**src/hw/rtl/sc2ch_pkg.sv**
```systemverilog
`timescale 1ns / 1ps
`default_nettype none

package sc2ch_pkg;

	// Scan set 1 framing
	localparam logic [7:0] PREFIX_BYTE = 8'hE0;
	localparam int         REL_BIT     = 7;

	// Item actions
	localparam logic [1:0] ACT_SCAN   = 2'd0;
	localparam logic [1:0] ACT_LAYOUT = 2'd1;
	localparam logic [1:0] ACT_READ   = 2'd2;

	// Config register indexes
	localparam int         CFG_IW      = 3;
	localparam logic [2:0] CFG_LSHIFT  = 3'd0;
	localparam logic [2:0] CFG_RSHIFT  = 3'd1;
	localparam logic [2:0] CFG_CTRL    = 3'd2;
	localparam logic [2:0] CFG_ALT     = 3'd3;
	localparam logic [2:0] CFG_CAPS    = 3'd4;
	localparam logic [2:0] CFG_NUM     = 3'd5;
	localparam logic [2:0] CFG_SCROLL  = 3'd6;

	// Config reset values
	localparam logic [6:0] RST_LSHIFT = 7'd42;
	localparam logic [6:0] RST_RSHIFT = 7'd54;
	localparam logic [6:0] RST_CTRL   = 7'd29;
	localparam logic [6:0] RST_ALT    = 7'd56;
	localparam logic [6:0] RST_CAPS   = 7'd58;
	localparam logic [6:0] RST_NUM    = 7'd69;
	localparam logic [6:0] RST_SCROLL = 7'd70;

	// Output queue sizing
	localparam int OQ_DEPTH = 8;
	localparam int OQ_AW    = 3;
	localparam int OQ_CW    = 4;

	typedef struct packed {
		logic [1:0] action;
		logic [7:0] scan_code;
		logic       layout_shifted;
		logic [6:0] layout_index;
		logic [7:0] layout_char;
	} in_item_t;

	typedef struct packed {
		logic shift_down;
		logic ctrl_down;
		logic alt_down;
		logic caps_on;
		logic num_on;
		logic scroll_on;
	} mods_t;

	typedef struct packed {
		logic [7:0] read_char;
		logic       key_valid;
		logic [7:0] key_char;
		logic       has_data;
		logic       shift_down;
		logic       ctrl_down;
		logic       alt_down;
		logic       caps_on;
		logic       num_on;
		logic       scroll_on;
	} res_t;

endpackage

`default_nettype wire

```
**src/hw/rtl/sc2ch_ifs.sv**
```systemverilog
`timescale 1ns / 1ps
`default_nettype none

// Input channel
interface sc2ch_in_if import sc2ch_pkg::*; ();
	logic     valid;
	logic     ready;
	in_item_t data;

	modport source (output valid, output data, input ready);
	modport sink (input valid, input data, output ready);
endinterface

// Result channel
interface sc2ch_out_if import sc2ch_pkg::*; ();
	logic valid;
	logic ready;
	res_t data;

	modport source (output valid, output data, input ready);
	modport sink (input valid, input data, output ready);
endinterface

`default_nettype wire

```
**src/hw/rtl/sc2ch_ram.sv**
```systemverilog
`timescale 1ns / 1ps
`default_nettype none

// Simple dual-port RAM, registered read.
module sc2ch_ram #(
	parameter int WIDTH = 8,
	parameter int DEPTH = 256
) (
	input  wire logic                                      clk,
	input  wire logic                                      we,
	input  wire logic [((DEPTH > 1) ? $clog2(DEPTH) : 1)-1:0] waddr,
	input  wire logic [WIDTH-1:0]                          wdata,
	input  wire logic                                      re,
	input  wire logic [((DEPTH > 1) ? $clog2(DEPTH) : 1)-1:0] raddr,
	output logic [WIDTH-1:0]                               rdata
);

	logic [WIDTH-1:0] mem [DEPTH];

	always_ff @(posedge clk) begin
		if (we) begin
			mem[waddr] <= wdata;
		end
		if (re) begin
			rdata <= mem[raddr];
		end
	end

endmodule

`default_nettype wire

```
**src/hw/rtl/sc2ch_outq.sv**
```systemverilog
`timescale 1ns / 1ps
`default_nettype none

// Result queue with credit count; input side stalls only when every
// queue slot is spoken for by accepted transactions.
module sc2ch_outq import sc2ch_pkg::*; (
	input  wire logic  clk,
	input  wire logic  arst_n,
	input  wire logic  take,
	input  wire logic  push,
	input  wire res_t  push_data,
	output logic       room,
	sc2ch_out_if.source result
);

	res_t             q_mem [OQ_DEPTH];
	logic [OQ_AW-1:0] wp_q;
	logic [OQ_AW-1:0] rp_q;
	logic [OQ_CW-1:0] cnt_q;
	logic [OQ_CW-1:0] cred_q;
	logic             pop;

	assign pop          = result.valid && result.ready;
	assign result.valid = (cnt_q != '0);
	assign result.data  = q_mem[rp_q];
	assign room         = (cred_q < OQ_CW'(OQ_DEPTH));

	// Pointers, fill and credits
	always_ff @(posedge clk or negedge arst_n) begin
		if (!arst_n) begin
			wp_q   <= '0;
			rp_q   <= '0;
			cnt_q  <= '0;
			cred_q <= '0;
		end else begin
			if (push) begin
				wp_q <= wp_q + 1'b1;
			end
			if (pop) begin
				rp_q <= rp_q + 1'b1;
			end
			cnt_q  <= cnt_q + OQ_CW'(push) - OQ_CW'(pop);
			cred_q <= cred_q + OQ_CW'(take) - OQ_CW'(pop);
		end
	end

	// Storage
	always_ff @(posedge clk) begin
		if (push) begin
			q_mem[wp_q] <= push_data;
		end
	end

endmodule

`default_nettype wire

```
**src/hw/rtl/scancode_to_char_keyboard.sv**
```systemverilog
`timescale 1ns / 1ps
`default_nettype none

// Scan set 1 keyboard decoder. Takes one transaction per clock while input
// ready is high: a scan byte, a layout table write or a character read, and
// returns one result per transaction, in order. The first stage tracks
// modifiers and the E0 prefix in flops and reads the layout RAM; the second
// applies caps/ctrl and does the character FIFO push or pop on its RAM; the
// third takes the popped byte and files the result into an eight-entry
// output queue. Input ready drops only when eight accepted transactions have
// not yet been taken at the result channel. Layout entries read as zero until
// written (per-entry valid flops, cleared at reset); the character FIFO holds
// FIFO_DEPTH-1 bytes and drops characters when full. The user writes config
// registers through cfg_we/cfg_idx/cfg_data only while idle; not enforced.
module scancode_to_char_keyboard import sc2ch_pkg::*; #(
	parameter int FIFO_DEPTH     = 256,
	parameter int LAYOUT_ENTRIES = 89
) (
	input  wire logic              clk,
	input  wire logic              arst_n,
	input  wire logic              cfg_we,
	input  wire logic [CFG_IW-1:0] cfg_idx,
	input  wire logic [6:0]        cfg_data,
	sc2ch_in_if.sink               item,
	sc2ch_out_if.source            result
);

	localparam int LW = (LAYOUT_ENTRIES > 1) ? $clog2(LAYOUT_ENTRIES) : 1;
	localparam int PW = $clog2(FIFO_DEPTH);

	localparam logic [7:0] CH_LA = 8'h61; // 'a'
	localparam logic [7:0] CH_LZ = 8'h7A; // 'z'
	localparam logic [7:0] CH_UA = 8'h41; // 'A'
	localparam logic [7:0] CH_UZ = 8'h5A; // 'Z'

	function automatic logic is_letter(input logic [7:0] c);
		return ((c >= CH_LA) && (c <= CH_LZ)) || ((c >= CH_UA) && (c <= CH_UZ));
	endfunction

	function automatic logic [PW-1:0] ptr_inc(input logic [PW-1:0] p);
		return (p == PW'(FIFO_DEPTH - 1)) ? '0 : p + 1'b1;
	endfunction

	// Config registers
	logic [6:0] lsh_q, rsh_q, ctl_q, alt_q, caps_q, num_q, scr_q;

	always_ff @(posedge clk or negedge arst_n) begin
		if (!arst_n) begin
			lsh_q  <= RST_LSHIFT;
			rsh_q  <= RST_RSHIFT;
			ctl_q  <= RST_CTRL;
			alt_q  <= RST_ALT;
			caps_q <= RST_CAPS;
			num_q  <= RST_NUM;
			scr_q  <= RST_SCROLL;
		end else if (cfg_we) begin
			case (cfg_idx)
				CFG_LSHIFT: lsh_q  <= cfg_data;
				CFG_RSHIFT: rsh_q  <= cfg_data;
				CFG_CTRL:   ctl_q  <= cfg_data;
				CFG_ALT:    alt_q  <= cfg_data;
				CFG_CAPS:   caps_q <= cfg_data;
				CFG_NUM:    num_q  <= cfg_data;
				CFG_SCROLL: scr_q  <= cfg_data;
				default:    ;
			endcase
		end
	end

	// ---------------- stage 1: decode, modifiers, layout access ----------------
	logic                      room;
	logic                      take;
	in_item_t                  d;
	logic                      rel;
	logic [6:0]                code;
	logic                      in_rng;
	logic                      wr_rng;
	logic                      vld_hit;
	logic                      lkp;
	logic                      lay_we;
	logic                      lay_re;
	mods_t                     mods_q, mods_d;
	logic                      ext_q, ext_d;
	logic [LAYOUT_ENTRIES-1:0] vld_pl_q, vld_sh_q;
	logic [7:0]                lay_rdata;

	assign item.ready = room;
	assign take       = item.valid && item.ready;
	assign d          = item.data;
	assign rel        = d.scan_code[REL_BIT];
	assign code       = d.scan_code[6:0];
	assign in_rng     = ({1'b0, code} < 8'(LAYOUT_ENTRIES));
	assign wr_rng     = ({1'b0, d.layout_index} < 8'(LAYOUT_ENTRIES));
	assign vld_hit    = mods_q.shift_down ? vld_sh_q[code[LW-1:0]] : vld_pl_q[code[LW-1:0]];
	assign lay_we     = take && (d.action == ACT_LAYOUT) && wr_rng;
	assign lay_re     = lkp && in_rng;

	// Modifier and prefix tracking; first match wins
	always_comb begin
		mods_d = mods_q;
		ext_d  = ext_q;
		lkp    = 1'b0;
		if (take && (d.action == ACT_SCAN)) begin
			if (d.scan_code == PREFIX_BYTE) begin
				ext_d = 1'b1;
			end else if (ext_q) begin
				ext_d = 1'b0;
				if (code == ctl_q) begin
					mods_d.ctrl_down = !rel;
				end else if (code == alt_q) begin
					mods_d.alt_down = !rel;
				end
			end else if ((code == lsh_q) || (code == rsh_q)) begin
				mods_d.shift_down = !rel;
			end else if (code == ctl_q) begin
				mods_d.ctrl_down = !rel;
			end else if (code == alt_q) begin
				mods_d.alt_down = !rel;
			end else if (!rel) begin
				if (code == caps_q) begin
					mods_d.caps_on = !mods_q.caps_on;
				end else if (code == num_q) begin
					mods_d.num_on = !mods_q.num_on;
				end else if (code == scr_q) begin
					mods_d.scroll_on = !mods_q.scroll_on;
				end else begin
					lkp = 1'b1;
				end
			end
		end
	end

	// Layout tables: both in one RAM, shifted half on the top address bit
	sc2ch_ram #(
		.WIDTH (8),
		.DEPTH (2 ** (LW + 1))
	) u_layout_ram (
		.clk   (clk),
		.we    (lay_we),
		.waddr ({d.layout_shifted, d.layout_index[LW-1:0]}),
		.wdata (d.layout_char),
		.re    (lay_re),
		.raddr ({mods_q.shift_down, code[LW-1:0]}),
		.rdata (lay_rdata)
	);

	// Modifier state and layout valid bits
	always_ff @(posedge clk or negedge arst_n) begin
		if (!arst_n) begin
			mods_q   <= '0;
			ext_q    <= 1'b0;
			vld_pl_q <= '0;
			vld_sh_q <= '0;
		end else begin
			mods_q <= mods_d;
			ext_q  <= ext_d;
			if (lay_we) begin
				if (d.layout_shifted) begin
					vld_sh_q[d.layout_index[LW-1:0]] <= 1'b1;
				end else begin
					vld_pl_q[d.layout_index[LW-1:0]] <= 1'b1;
				end
			end
		end
	end

	logic  v_s1;
	logic  vld_s1;
	logic  rd_s1;
	mods_t mods_s1;

	always_ff @(posedge clk or negedge arst_n) begin
		if (!arst_n) begin
			v_s1 <= 1'b0;
		end else begin
			v_s1 <= take;
		end
	end

	always_ff @(posedge clk) begin
		vld_s1  <= lay_re && vld_hit;
		rd_s1   <= (d.action == ACT_READ);
		mods_s1 <= mods_d;
	end

	// ---------------- stage 2: character shaping, FIFO push/pop ----------------
	logic [7:0]    ch_raw, ch_cap, key;
	logic [PW-1:0] rp_q, wp_q, rp_d, wp_d;
	logic          push, pop;
	logic [7:0]    fifo_rdata;

	// Caps swaps case, then ctrl folds letters onto 1..26
	always_comb begin
		ch_raw = vld_s1 ? lay_rdata : 8'h00;
		ch_cap = (mods_s1.caps_on && is_letter(ch_raw)) ? (ch_raw ^ 8'h20) : ch_raw;
		key    = (mods_s1.ctrl_down && is_letter(ch_cap)) ? {3'b000, ch_cap[4:0]} : ch_cap;
	end

	assign push = v_s1 && (key != 8'h00) && (ptr_inc(wp_q) != rp_q);
	assign pop  = v_s1 && rd_s1 && (rp_q != wp_q);
	assign wp_d = push ? ptr_inc(wp_q) : wp_q;
	assign rp_d = pop ? ptr_inc(rp_q) : rp_q;

	sc2ch_ram #(
		.WIDTH (8),
		.DEPTH (FIFO_DEPTH)
	) u_fifo_ram (
		.clk   (clk),
		.we    (push),
		.waddr (wp_q),
		.wdata (key),
		.re    (pop),
		.raddr (rp_q),
		.rdata (fifo_rdata)
	);

	always_ff @(posedge clk or negedge arst_n) begin
		if (!arst_n) begin
			rp_q <= '0;
			wp_q <= '0;
		end else begin
			rp_q <= rp_d;
			wp_q <= wp_d;
		end
	end

	logic       v_s2;
	logic       pop_s2;
	logic [7:0] key_s2;
	logic       has_s2;
	mods_t      mods_s2;

	always_ff @(posedge clk or negedge arst_n) begin
		if (!arst_n) begin
			v_s2 <= 1'b0;
		end else begin
			v_s2 <= v_s1;
		end
	end

	always_ff @(posedge clk) begin
		pop_s2  <= pop;
		key_s2  <= v_s1 ? key : 8'h00;
		has_s2  <= (rp_d != wp_d);
		mods_s2 <= mods_s1;
	end

	// ---------------- stage 3: result assembly ----------------
	res_t res;

	always_comb begin
		res.read_char  = pop_s2 ? fifo_rdata : 8'h00;
		res.key_valid  = (key_s2 != 8'h00);
		res.key_char   = key_s2;
		res.has_data   = has_s2;
		res.shift_down = mods_s2.shift_down;
		res.ctrl_down  = mods_s2.ctrl_down;
		res.alt_down   = mods_s2.alt_down;
		res.caps_on    = mods_s2.caps_on;
		res.num_on     = mods_s2.num_on;
		res.scroll_on  = mods_s2.scroll_on;
	end

	sc2ch_outq u_outq (
		.clk       (clk),
		.arst_n    (arst_n),
		.take      (take),
		.push      (v_s2),
		.push_data (res),
		.room      (room),
		.result    (result)
	);

endmodule

`default_nettype wire

```
**src/flat_wrapper.sv**
```systemverilog
// flat-port wrapper written by rule: the top's interface ports become plain ports
module scancode_to_char_keyboard_flat import sc2ch_pkg::*;
#(
	parameter int FIFO_DEPTH     = 256,
	parameter int LAYOUT_ENTRIES = 89
)
  (clk, arst_n, cfg_we, cfg_idx, cfg_data, item_valid, item_data, item_ready, result_valid, result_data, result_ready);
  sc2ch_in_if item_i ();
  sc2ch_out_if result_i ();
  input  wire logic clk;
  input  wire logic arst_n;
  input  wire logic cfg_we;
  input  wire logic [CFG_IW-1:0] cfg_idx;
  input  wire logic [6:0] cfg_data;
  input wire logic [$bits(item_i.valid)-1:0] item_valid;
  input wire logic [$bits(item_i.data)-1:0] item_data;
  output wire logic [$bits(item_i.ready)-1:0] item_ready;
  output wire logic [$bits(result_i.valid)-1:0] result_valid;
  output wire logic [$bits(result_i.data)-1:0] result_data;
  input wire logic [$bits(result_i.ready)-1:0] result_ready;
  assign item_i.valid = item_valid;
  assign item_i.data = item_data;
  assign item_ready = item_i.ready;
  assign result_valid = result_i.valid;
  assign result_data = result_i.data;
  assign result_i.ready = result_ready;
  scancode_to_char_keyboard #(.FIFO_DEPTH(FIFO_DEPTH), .LAYOUT_ENTRIES(LAYOUT_ENTRIES)) u_core (.clk(clk), .arst_n(arst_n), .cfg_we(cfg_we), .cfg_idx(cfg_idx), .cfg_data(cfg_data), .item(item_i), .result(result_i));
endmodule
```
**config.mk**
```make
export PLATFORM = sky130hd
export DESIGN_NAME = scancode_to_char_keyboard_flat
export DESIGN_NICKNAME = d
export VERILOG_FILES = /design/src/hw/rtl/sc2ch_pkg.sv /design/src/hw/rtl/sc2ch_ifs.sv /design/src/hw/rtl/sc2ch_ram.sv /design/src/hw/rtl/sc2ch_outq.sv /design/src/hw/rtl/scancode_to_char_keyboard.sv /design/src/flat_wrapper.sv
export SDC_FILE = /design/constraint.sdc
export NUM_CORES = 2
export LEC_CHECK = 0
export ABC_AREA = 1
export BUFFER_PORTS_ARGS = -buffer_cell sky130_fd_sc_hd__buf_2
export CAP_MARGIN = 40
export CELL_PAD_IN_SITES_DETAIL_PLACEMENT = 0
export CELL_PAD_IN_SITES_GLOBAL_PLACEMENT = 1
export CORE_MARGIN = 3
export CORE_UTILIZATION = 32
export DETAILED_ROUTE_END_ITERATION = 8
export PLACE_DENSITY_LB_ADDON = 0.1
export SYNTH_ARGS = -nofsm -noshare
export SYNTH_HDL_FRONTEND = slang
export SYNTH_MEMORY_MAX_BITS = 65536
export SYNTH_SLANG_ARGS = --single-unit
```
**constraint.sdc**
```tcl
create_clock -name clk -period 11.1 [get_ports clk]
set_input_delay 1.665 -clock clk [delete_from_list [all_inputs] [get_ports clk]]
set_output_delay 1.665 -clock clk [all_outputs]
set_load 0.02 [all_outputs]
```
# Yosys cells after proc, flatten, opt, wreduce, memory -nomap -nowiden
# Memories as Yosys holds them, arrays and structs flattened. A register that Yosys moved wholly into a read port is not among the register bits.
# Cells that the tools add are included.
[totals] register_bits=290 latchBits=0 ramBits=4288 romBits=0 in_bits=41 n_memories=3
[mem_list] memory="u_core.u_fifo_ram.mem" words=256 word_bits=8 read_ports=1 rd_ports_with_merged_regs=1 write_ports=1 line_no="sc2ch_ram.sv:18" text="logic [WIDTH-1:0] mem [DEPTH];"
[mem_list] memory="u_core.u_layout_ram.mem" words=256 word_bits=8 read_ports=1 rd_ports_with_merged_regs=1 write_ports=1 line_no="sc2ch_ram.sv:18"
[mem_list] memory="u_core.u_outq.q_mem" words=8 word_bits=24 read_ports=1 rd_ports_with_merged_regs=0 write_ports=1 line_no="sc2ch_outq.sv:16" text="res_t q_mem [OQ_DEPTH];"
[op_classes] n_addsub=8 multipliers=0 n_div=0 magnitude_cmp=14 eq_ne=21 shifts=0 mux=50 bitwise_logic=4 n_reduce_logical=39
[op_table] operator="$or A89 B89 Y89" n=2
[op_table] operator="$mux W8" n=7
[op_table] operator="$eq A7 B7 Y1" n=7
[op_table] operator="$ge A8 B7 Y1 const B" n=4
[op_table] operator="$le A8 B7 Y1 const B" n=4
[op_table] operator="$mux W1" n=30
[op_table] operator="$eq A8 B8 Y1 const B" n=3
[op_table] operator="$ne A8 B8 Y1" n=3
[op_table] operator="$logic_and A1 B1 Y1" n=18
[op_table] operator="$mux W6" n=3
[op_table] operator="$reduce_and A2 Y1" n=9
[op_table] operator="$add A8 B1 Y8 const B" n=2
[op_table] operator="$lt A7 B8 Y1 const B" n=2
[op_table] operator="$reduce_bool A8 Y1" n=2
[op_table] operator="$bmux W1 S7" n=2
[op_table] operator="$lt A7 B7 Y1 const B" n=2
[op_table] operator="$eq A3 B3 Y1 const B" n=3
[op_table] operator="$mux W3" n=3
[op_table] operator="$add A4 B1 Y4" n=2
[op_table] operator="$sub A4 B1 Y4" n=2
[op_table] operator="$demux W1 S7" n=1
[op_table] operator="$ge A7 B1 Y1 const B" n=1
[op_table] operator="$add A3 B1 Y3 const B" n=2
[op_table] operator="$eq A3 B2 Y1 const B" n=2
[op_table] operator="other kinds (13)" n=20

# Depth between registers and ports, before layout
[logic_depth] ltp_word=16 ltp_mapped=20 depth_no_buf=19

# By module
# From an unflattened synthesis, not the netlist that was laid out.
[unflattened] cells_unflattened=16497 area_unflattened_um2=189270.3
[by_module_without_submodules] mod="sc2ch_ram" n_inst=2 cells_per_inst=7003 area_each_um2=83476.3 seq_area_each_um2=61739.2
[by_module_without_submodules] mod="scancode_to_char_keyboard" n_inst=1 cells_per_inst=1573 area_each_um2=13155.1 seq_area_each_um2=6816.5
[by_module_without_submodules] mod="sc2ch_outq" n_inst=1 cells_per_inst=918 area_each_um2=9162.5 seq_area_each_um2=6115.9

# Worst setup path before layout
# OpenSTA, ideal clock, no wires.
[synth_path] kind="flip-flop to flip-flop" startpoint="register u_core.vld_s1" endpoint="memory u_core.u_fifo_ram.mem[0][6], data pin" setup_time_ns=1.402 t_arrival_ns=9.906 slack_ns=-0.208 stages_incl_launch_ff=12 path_buffers=1 synth_period_minus_slack_ns=11.308 path_cell_list="dfxtp_1 -> buf_2 -> nand2_1 -> inv_1 -> nand3_1 -> nand2_1 -> nand2_1 -> nand2_1 -> inv_1 -> nand3_1 -> inv_1 -> nor2_1"
[synth_via] word_cells_on_any_way=20
[synth_lines] item="from (decl)" line_no="scancode_to_char_keyboard.sv:168" text="logic vld_s1;"
[synth_lines] item="from (signal assigned)" line_no="scancode_to_char_keyboard.sv:181" text="vld_s1 <= lay_re && vld_hit;"
[synth_lines] item="$mux W8 (*)" line_no="scancode_to_char_keyboard.sv:194" text="ch_raw = vld_s1 ? lay_rdata : 8'h00;"
[synth_lines] item="$mux W6 (*)" line_no="scancode_to_char_keyboard.sv:195" text="ch_cap = (mods_s1.caps_on && is_letter(ch_raw)) ? (ch_raw ^ 8'h20) : ch_raw;"
[synth_lines] item="via u_core.ch_cap[3]" line_no="scancode_to_char_keyboard.sv:187" text="logic [7:0] ch_raw, ch_cap, key;"
[synth_lines] item="$ge A8 B7 Y1 / $le A8 B7 Y1 (equally long branches)" line_no="scancode_to_char_keyboard.sv:37" text="return ((c >= CH_LA) && (c <= CH_LZ)) || ((c >= CH_UA) && (c <= CH_UZ));"
[synth_lines] item="$logic_and A1 B1 Y1" line_no="scancode_to_char_keyboard.sv:37"
[synth_lines] item="$logic_or A1 B1 Y1 (*)" line_no="scancode_to_char_keyboard.sv:37"
[synth_lines] item="$logic_and A1 B1 Y1 (*)" line_no="scancode_to_char_keyboard.sv:196" text="key = (mods_s1.ctrl_down && is_letter(ch_cap)) ? {3'b000, ch_cap[4:0]} : ch_cap;"
[synth_lines] item="$mux W8 (*)" line_no="scancode_to_char_keyboard.sv:196"
[synth_lines] item="via u_core.key[6]" line_no="scancode_to_char_keyboard.sv:187"
[synth_lines] item="to (decl)" line_no="sc2ch_ram.sv:18"
# Mark *: on every way through the listed nets, which the timed path passes. The rest lies on a longest branch.

# Worst setup path after layout
[layout_path] startpoint="register u_core.u_outq.rp_q[0]" endpoint="output port result_data[18]"
[layout_via] elab_chain_cells=1
[layout_lines] item="from (decl)" line_no="sc2ch_outq.sv:18" text="logic [OQ_AW-1:0] rp_q;"
[layout_lines] item="from (signal assigned)" line_no="sc2ch_outq.sv:40" text="rp_q <= rp_q + 1'b1;"
[layout_lines] item="$mem_v2 Z8 W24"
[layout_lines] item="to (decl)" line_no="flat_wrapper.sv:19" text="output wire logic [$bits(result_i.data)-1:0] result_data;"
# No other way between the ends.

==> results.json <==
{
  "fin_cells": 23100,
  "overflow": 0,
  "drc": 0,
  "clk_latency_ns": 1.05,
  "dieArea_sq_um": 581300,
  "mostFrequentLayoutCells": "edfxtp_1 (4304), nor2_1 (2997), o21ai_0 (2667)",
  "layout.nets": 15200,
  "grt_max_degree": 158,
  "leakage_nw": 75.24,
  "htreeDepth": 6,
  "cts_buffers": 539,
  "cp-end-kind": "output port",
  "rows": 277,
  "cts_resized": 0,
  "yosysSeqAreaShare": 0.7450,
  "totalWireLength_mm": 603.3,
  "cts_sinks": 4594,
  "cts_tree": "done",
  "syn-cell-area_sq_um": 183100,
  "clk_pin_slew_ns": 0.05,
  "drtIter0Drc": 9550,
  "ys_types": 53,
  "fmax_mhz": 176.0,
  "synth-seq-cells": 4594,
  "cp.arrival_ns": 4.02,
  "r2r_slack_ns": 5.93,
  "drive_above_1_share": 0.08348,
  "core_sq_um": 569400,
  "start_util": 0.3215,
  "synth-async-reset-ratio": 0.05790,
  "die_w_um": 762.4,
  "min_path_type": "register to register",
  "power_density_nw_per_um2": 211.1,
  "synth_enable_flop_cells": 4304,
  "io_pins": 67,
  "ant_nets": 0,
  "first_global_vias": 116300,
  "relSlewSlack": 0.1458,
  "setup_viol": 0,
  "cap_viol_max_count": 0,
  "ctsHoldBuffers": 0,
  "antenna_found_initial": 22,
  "vias": 117800,
  "syn_area_per_cell_sq_um": 12.56,
  "hold_viol": 0,
  "routedWlPerCell_um": 26.11,
  "die_y_um": 762.4,
  "hpwlAfterDp_mm": 344.5,
  "cts_setup_buffers": 0,
  "rsz0062_at_grt": "false",
  "timing.final.crit_share": 0.5118,
  "io_buffers": 66,
  "final_common_cell": "edfxtp_1",
  "worst_pin_slew_ns": 1.281,
  "grt_pass1_wl_mm": 867.6,
  "cp_max_fo": 52,
  "start_kind": "register",
  "grt.total_usage": 0.2017,
  "yosysWarnings": 0,
  "outcome": "finished clean",
  "tns_ns": 0,
  "cts_root_buf": "clkbuf_16",
  "place_congestion": 0.7842,
  "area_delta_synth_final_pct": 15.73,
  "dp_cells": 22130,
  "vdd_drop_max_mv": 0.1989,
  "min_period_ns": 5.681,
  "maxSlewViolCount": 0,
  "syn_inst": 14580,
  "worst-setup-path-type": "register to output port",
  "viasPerCell": 5.100,
  "cts_buffer_depth": 4,
  "first_pass_iters": 6,
  "clock_skew_ns": 0.04317,
  "cp.required_ns": 9.44,
  "power.total_mw": 44.74,
  "synthFlopType": "edfxtp_1"
}
[per-layer routing]
layer  routed length [um]  vias to the layer above  track usage  share of wire
met5                   13                        -            0       0.000022
met4                14240                        2      0.04727          0.024
met1               272800                    60370       0.2787           0.45
li1                     -                    54290            -              -
met2               293800                     2451       0.3419           0.49
met3                22370                      721      0.02113          0.037
[registers in the layout (all words and copies together) (netlist names), 8 cells and up]
| signal | flops |
|---|---|
| u_core.key_s2 | 8 |
| u_core.u_layout_ram.rdata | 8 |
| u_core.u_fifo_ram.mem | 2048 |
| u_core.vld_sh_q | 89 |
| u_core.wp_q | 8 |
| u_core.rp_q | 8 |
| u_core.u_fifo_ram.rdata | 8 |
| u_core.vld_pl_q | 89 |
| u_core.u_layout_ram.mem | 2048 |
| u_core.u_outq.q_mem | 192 |
[layout make-up]
class                      count  area, sq um
sequential                  4594       136400
clock buffer                 708        14580
inverter                     227        955.9
fill                       55420       357500
multi-input combinational   9330        44280
antenna                        8        20.02
tap                         7533         9425
clock inverter               250         1773
timing repair buffer         452         4419
[synth_stat cells (9+ instances only)]
cell,instances,area [sq um]
dfrtp_1,242,6056
ha_1,16,200.2
nand4_1,23,143.9
inv_1,210,788.3
nor4_1,14,87.58
nand2_1,931,3495
o22ai_1,1003,6275
nor2_1,3016,11320
a21oi_1,200,1001
xnor2_1,28,245.2
or2_2,15,93.84
dfxtp_1,24,480.5
o211ai_1,56,420.4
o31ai_1,13,97.59
clkinv_1,9,33.78
a31oi_1,43,269.0
nor3_1,40,200.2
edfxtp_1,4304,129200
clkbuf_1,856,3213
o21ai_0,2668,13350
nand3_1,282,1411
o21bai_1,84,630.6
buf_2,118,590.6
buf_1,66,247.7
dfstp_2,24,630.6
buf_4,9,67.56
mux2i_1,21,210.2
xor2_1,40,350.3
o221ai_1,159,1393
[critical path: stages, from the launching register on]
cell and delay (ns):
dfrtp_2 0.38, buf_4 0.30, inv_2 0.66, buf_4 0.61, o21ai_0 0.15, o22ai_1 0.16, nor2_1 0.06, a31oi_1 0.36
buf_2 0.25
[where the power goes]
part,switching (mW),internal [mW]
combinational,6.17,2.43
clock,7.16,9.57
sequential,0.185,19.2
[final timing paths]
path / start / to / cells after the start
setup / recovery: u_core.u_outq.rp_q[0] / result_data[18] / 8
hold / removal: u_core.mods_s1[1] / u_core.mods_s2[1] / 0
setup reg to reg: u_core.rp_q[0] / u_core.u_fifo_ram.rdata[4] / 13
hold reg to reg: u_core.mods_s1[1] / u_core.mods_s2[1] / 0
max in group asynchronous: arst_n / u_core.vld_pl_q[8] / 4
min in group asynchronous: arst_n / u_core.u_outq.rp_q[2] / 1
[through the flow]
stage / hold slack, ns / util / instance area [sq um] / worst slack (ns)
finish: 0.3248 / 0.3721 / 211900 / 5.419
global route: 0.3343 / 0.3721 / 211900 / 5.032
CTS: 0.3257 / 0.3720 / 211800 / 5.168
detailed placement: 0.3121 / 0.3433 / 195500 / 4.689
global placement: 0.3166 / 0.3404 / 193800 / 4.028
floorplan: 0.3096 / - / 185400 / 2.618
[cell families (layout without fill, tap and decap cells)]
kind of cell,after synthesis,in the layout,share of synthesized area
xor gates and xnor gates,68,68,0.003253
buffers and inverters,1277,1637,0.02721
DFF,4594,4594,0.7450
adders and majority gates,18,18,0.001312
AOI/OAI and AO/OA,4249,4249,0.1291
muxes,22,22,0.001210
and+or+nand+nor,4349,4349,0.09288
other,1,632,0.00002048
(Power assumes the default switching activity.)
